`config.mk`:
```
export PLATFORM = sky130hd
export DESIGN_NAME = mmbp_csr_flat
export DESIGN_NICKNAME = d
export VERILOG_FILES = /design/src/sv/mmbp_pkg.sv /design/src/sv/mmbp_csr_if.sv /design/src/sv/mmbp_csr.sv /design/src/flat_wrapper.sv
export SDC_FILE = /design/constraint.sdc
export NUM_CORES = 1
export LEC_CHECK = 0
export ABC_AREA = 0
export BUFFER_PORTS_ARGS = -buffer_cell sky130_fd_sc_hd__buf_2
export CAP_MARGIN = 30
export CORE_AREA = 10 10 50 52
export CTS_CLUSTER_DIAMETER = 80
export CTS_CLUSTER_SIZE = 12
export DETAILED_ROUTE_END_ITERATION = 8
export DIE_AREA = 0 0 60 62
export GPL_ROUTABILITY_DRIVEN = 1
export PLACE_DENSITY_LB_ADDON = 0.2
export SYNTH_ARGS = -nofsm -noshare
export SYNTH_HDL_FRONTEND = slang
export SYNTH_SLANG_ARGS = --single-unit
```
`constraint.sdc`:
```
create_clock -name clock -period 1.7 [get_ports clock]
set_clock_uncertainty 0.1 [all_clocks]
set_input_delay 0 -clock clock [delete_from_list [all_inputs] [get_ports clock]]
set_output_delay 0 -clock clock [all_outputs]
set_load 0.01 [all_outputs]
```
`src/sv/mmbp_pkg.sv`:
```
// Shared types, codes and counter helpers for the multi-mode branch predictor.
// No dependencies; every other file of the block imports this package.
package mmbp_pkg;

   localparam int PC_W      = 32;
   localparam int WBITS_W   = 4;
   localparam int CFG_IDX_W = 2;
   localparam int CFG_DAT_W = 4;

   typedef enum logic [1:0] {
      MODE_STATIC     = 2'd0,
      MODE_GSHARE     = 2'd1,
      MODE_TOURNAMENT = 2'd2,
      MODE_HYBRID     = 2'd3
   } mode_type;

   typedef enum logic {
      CMD_PREDICT = 1'b0,
      CMD_TRAIN   = 1'b1
   } cmd_type;

   typedef enum logic [CFG_IDX_W-1:0] {
      REG_MODE       = 2'd0,
      REG_GHIST_BITS = 2'd1,
      REG_LHIST_BITS = 2'd2,
      REG_PC_BITS    = 2'd3
   } reg_idx_type;

   typedef logic [1:0] ctr_type;

   localparam ctr_type CTR_MIN     = 2'd0;
   localparam ctr_type CTR_WEAK_NT = 2'd1;
   localparam ctr_type CTR_MAX     = 2'd3;

   // Effective configuration after clamping of the width registers.
   typedef struct packed {
      mode_type             mode;
      logic [WBITS_W-1:0]   gbits;
      logic [WBITS_W-1:0]   lbits;
      logic [WBITS_W-1:0]   pbits;
   } cfg_type;

   function automatic ctr_type ctr_bump(ctr_type c, logic up);
      ctr_type r;
      r = c;
      if (up) begin
         if (c != CTR_MAX) r = c + 2'd1;
      end else begin
         if (c != CTR_MIN) r = c - 2'd1;
      end
      return r;
   endfunction

   function automatic logic ctr_taken(ctr_type c);
      return c[1];
   endfunction

endpackage

```
`src/sv/mmbp_csr_if.sv`:
```
// Configuration write channel: register index and write data.
// Depends on mmbp_pkg.
interface mmbp_csr_if;
   import mmbp_pkg::*;

   logic                   valid;
   logic                   ready;
   reg_idx_type            index;
   logic [CFG_DAT_W-1:0]   wdata;

   modport source (output valid, output index, output wdata, input ready);
   modport sink   (input valid, input index, input wdata, output ready);
endinterface

```
`src/sv/mmbp_csr.sv`:
```
// Configuration registers of the predictor with width clamping.
// Depends on mmbp_pkg and mmbp_csr_if.
module mmbp_csr #(
   parameter int MAX_GLOBAL_BITS   = 13,
   parameter int MAX_LOCAL_BITS    = 10,
   parameter int MAX_PC_INDEX_BITS = 10
) (
   input  logic              clock,
   input  logic              reset,
   mmbp_csr_if.sink          csr_chan,
   output mmbp_pkg::cfg_type cfg
);
   import mmbp_pkg::*;

   localparam int WBITS_MAX = (1 << WBITS_W) - 1;
   localparam int RST_G = (MAX_GLOBAL_BITS > WBITS_MAX) ? WBITS_MAX : MAX_GLOBAL_BITS;
   localparam int RST_L = (MAX_LOCAL_BITS > WBITS_MAX) ? WBITS_MAX : MAX_LOCAL_BITS;
   localparam int RST_P = (MAX_PC_INDEX_BITS > WBITS_MAX) ? WBITS_MAX : MAX_PC_INDEX_BITS;

   mode_type             mode_ff;
   logic [WBITS_W-1:0]   gbits_ff;
   logic [WBITS_W-1:0]   lbits_ff;
   logic [WBITS_W-1:0]   pbits_ff;

   function automatic logic [WBITS_W-1:0] clamp_bits(logic [WBITS_W-1:0] v, int max_bits);
      logic [WBITS_W-1:0] r;
      r = v;
      if (v == '0) r = WBITS_W'(1);
      else if (int'(v) > max_bits) r = WBITS_W'(max_bits);
      return r;
   endfunction

   assign csr_chan.ready = 1'b1;

   always_ff @(posedge clock) begin
      if (reset) begin
         mode_ff  <= MODE_STATIC;
         gbits_ff <= WBITS_W'(RST_G);
         lbits_ff <= WBITS_W'(RST_L);
         pbits_ff <= WBITS_W'(RST_P);
      end else if (csr_chan.valid) begin
         case (csr_chan.index)
            REG_MODE:       mode_ff  <= mode_type'(csr_chan.wdata[1:0]);
            REG_GHIST_BITS: gbits_ff <= csr_chan.wdata;
            REG_LHIST_BITS: lbits_ff <= csr_chan.wdata;
            REG_PC_BITS:    pbits_ff <= csr_chan.wdata;
            default: begin
            end
         endcase
      end
   end

   always_comb begin
      cfg.mode  = mode_ff;
      cfg.gbits = clamp_bits(gbits_ff, MAX_GLOBAL_BITS);
      cfg.lbits = clamp_bits(lbits_ff, MAX_LOCAL_BITS);
      cfg.pbits = clamp_bits(pbits_ff, MAX_PC_INDEX_BITS);
   end

endmodule
```
`src/flat_wrapper.sv`:
```
// flat-port wrapper written by rule: the top's interface ports become plain ports
module mmbp_csr_flat import mmbp_pkg::*;
#(
   parameter int MAX_GLOBAL_BITS   = 13,
   parameter int MAX_LOCAL_BITS    = 10,
   parameter int MAX_PC_INDEX_BITS = 10
)
  (clock, reset, cfg, csr_chan_valid, csr_chan_index, csr_chan_wdata, csr_chan_ready);
  mmbp_csr_if csr_chan_i ();
  input  logic clock;
  input  logic reset;
  output mmbp_pkg::cfg_type cfg;
  input wire logic [$bits(csr_chan_i.valid)-1:0] csr_chan_valid;
  input wire logic [$bits(csr_chan_i.index)-1:0] csr_chan_index;
  input wire logic [$bits(csr_chan_i.wdata)-1:0] csr_chan_wdata;
  output wire logic [$bits(csr_chan_i.ready)-1:0] csr_chan_ready;
  assign csr_chan_i.valid = csr_chan_valid;
  assign csr_chan_i.index = csr_chan_index;
  assign csr_chan_i.wdata = csr_chan_wdata;
  assign csr_chan_ready = csr_chan_i.ready;
  mmbp_csr #(.MAX_GLOBAL_BITS(MAX_GLOBAL_BITS), .MAX_LOCAL_BITS(MAX_LOCAL_BITS), .MAX_PC_INDEX_BITS(MAX_PC_INDEX_BITS)) u_core (.clock(clock), .reset(reset), .csr_chan(csr_chan_i), .cfg(cfg));
endmodule
```
==> summary.md <==
| Metric | Value |
|---|---|
| Outcome | completed |
| GPL Wtd Cong | 0.657 |
| Hold Slack | approximately 1.8 ps |
| Worst Hold Depth | 3 |
| HPWL after detailed placement | 1130 µm |
| Yosys warning count | 0 |
| Ratio of final minimum period to clock period | 81.5% |
| CTS max path bufs | 2 |
| 1st-pass router iterations | 2 |
| DRC | 0 |
| Detailed-route wire length per cell | 12.7 µm |
| Largest net degree at the start of global routing | 22 |
| Final count of pins violating max slew | 0 |
| IO Count | 24 |
| Worst Setup SP | u_core.gbits_ff[2] |
| # rows | 15 |
| Crit Path Max Fanout | 5 |
| MaxCap Viol Count | 0 |
| # port buffers | 22 |
| Via count | 561 |
| Util after Layout | between 50 and 60% |
| Crit Reg-Reg Endpoint | u_core.pbits_ff[3] |
| Final WL | ~1500 µm |
| Die Wd | 60 µm |
| Register area share after synthesis | 40.8% |
| Antenna cells | 0 |
| H-tree Lvls | 1 |
| Post-Syn Area | between 600 and 700 µm² |
| Crit path arrival time | 1290 ps |
| Setup Viol. Count Final | 0 |
| Peak Freq | about 720 MHz |
| Hold Crit Endpoint | u_core.mode_ff[1] |
| Min-Delay Path Class | input pin to flip-flop |
| Average size of a mapped cell | a little under 9 µm² |
| Final Hold Fails | 0 |
| P_leak | 0.417 nW |
| Setup Fix Bufs, Post-CTS | 0 |
| CTS tree | built |
| GRT Resource Usage Total | roughly 8.1% |
| CTS Buf Count | 3 |
| Worst slack, placed | 615 ps |
| Initial antenna violation count | 0 |
| Reg-to-Reg Start | u_core.pbits_ff[3] |
| Min Tclk post-route | 1390 ps |
| Internal power | between 0.0005 and 0.0006 W |
| First-pass GRT wire length | between 2000 and 2500 µm |
| Nets | 109 |
| Flop pwr share | 52.4% |
| EDFF count, synth | 0 |
| RSZ-0062 raised after global routing | no |
| Vias per inst | 4.84 |
| CP endpoint kind | output pin |
| GR Overflow Total | 0 |
| Async S/R FF share, synth | 0% |
| Mapped Nets | 86 |
| Combinational share of power | between 10% and 20% |
| R2R Setup Slk | 940 ps |
| Vias in the first global route | roughly 560 |
| Starting density of the core | a little over two fifths |
| Crit. path cell count | 3 |
| Iter 0 DRT Violations | 4 |
| Psw | roughly 0.00016 W |
| Ys flop type | dfxtp_1 |
| Cell count after synthesis | 77 |
| PD cells | around 770 nW/µm² |
| Post-route ant nets | 0 |
| Delay of the slowest cell on the worst path | 350 ps |
| Clock share of power | 35.9% |
| Seq cells post-synth | 14 |
| Die area | 3720 µm² |
| Final WS setup | roughly 310 ps |
| CP Cell Sequence | and3_1, or3_1, buf_2 |
| Reg2Reg Depth | 2 |
| WP buf/inv | 1 |
| Worst-Skew Late Latency | 280 ps |
| Slowest CP cell | dfxtp_1 |
| Layout area overhead | 25.9% |
| VDD IR-drop max | 460 µV |
| Num Clock Sinks | 14 |
| CP startpoint kind | flip-flop |
| CP required | 1600 ps |
| Sw Share | 23.3% |
| Share of cells above drive strength 1 | 26.3% |
| WS Path Type | flip-flop to output pin |
| Worst-path clk slew | around 80 ps |
| Post-synth cell types | 20 |
| Die Ht | a little over 60 µm |
| CTS root buf | clkbuf_4 |
| Setup TNS | 0 ps |
| CP top delay family | simple AND/OR/NAND/NOR gates |
| Filler cells | 155 |
| Core Region | roughly 1600 µm² |
| Hold Crit Start | csr_chan_index[1] |
## layout make-up
type | count | area, µm² | area share [%]
Clock buffer | 4 | 36.3 | 4.20
Inverter | 2 | 7.51 | 0.868
Multi-Input combinational cell | 52 | 359 | 41.5
Sequential cell | 14 | 280 | 32.4
Tap cell | 17 | 21.3 | 2.46
Timing Repair Buffer | 27 | 160 | 18.5
## power by group through the flow
stage	Clock [W]	Combinational (W)	Sequential, W
final	0.000239	0.0000782	0.000349
after detailed placement	0	0.0000698	0.000357
after floorplan	0	0.0000487	0.000355
after global placement	0	0.0000696	0.000356
after global routing	0.000254	0.0000870	0.000351
after CTS	0.000248	0.0000791	0.000349
## worst reg2reg max path, stage by stage, from the launching register on
cell and delay, ps:
dfxtp_1 400, nor2_1 70, mux2i_1 130
## per-layer routing
layer / wire length (µm) / share of wire [%] / track usage (%)
met1: 628 / 43 / 8.24
met5: 0 / 0 / 0
met4: 21 / 1.4 / 4.81
met3: 106 / 7.2 / 3.25
met2: 717 / 49 / 13.7
## cell usage in the layout (no fill, tap or decap)
master          n
nor2_1         13
clkbuf_8        1
or3b_1          1
maj3_1          2
nor3_1          1
nand3b_1        1
dfxtp_1        14
nor2b_1         2
buf_2          22
a21boi_0        1
mux2i_1        14
conb_1          1
inv_1           2
nand2b_1       10
dlygate4sd3_1   5
and3b_1         1
a21o_1          2
and3_1          2
clkbuf_4        3
or3_1           1
## kinds of logic after synthesis
logic type	after synthesis	synth area share (%)
AND/OR/NAND/NOR	32	25.1
multiplexers	14	20.4
flip-flops	14	40.8
buffers and inverters	11	6.92
AO/OA/AOI/OAI	3	3.28
adder cells (fa/ha/maj)	2	2.91
other	1	0.546
## synth_stat cells, drive strengths merged (2+ instances only)
library cell,count,area [µm²]
nand2b,10,62.6
buf,2,11.3
a21o,2,15.0
clkbuf,7,28.8
and3,2,12.5
nor2,13,48.8
nor2b,2,12.5
dfxtp,14,280
inv,2,7.51
maj3,2,20.0
mux2i,14,140
## worst max path at each step
stage | to | slack (ps)
after global placement | cfg[8] | 650
after floorplan | cfg[8] | 740
after CTS | cfg[8] | 290
after global routing | cfg[8] | 260
final | cfg[8] | 310
after detailed placement | cfg[8] | 620
## state kept, by name, summed over array words and instances, names as in the netlist
| name | flops |
|---|---|
| u_core.gbits_ff | 4 |
| u_core.lbits_ff | 4 |
| u_core.pbits_ff | 4 |
| u_core.mode_ff | 2 |
## through the flow
step	instance area (µm²)	cells	power (W)
after floorplan	687	77	0.000404
after global placement	778	107	0.000426
after detailed placement	778	107	0.000427
after CTS	865	116	0.000676
after global routing	865	116	0.000692
final	865	116	0.000666
## repair_timing
item | 4_1_cts | 5_1_grt
endpoints found under the hold margin | 14 | 0
hold buffers | 5 | 0
resized for setup | 0 | 0
Power figures use the tool's default switching activity.
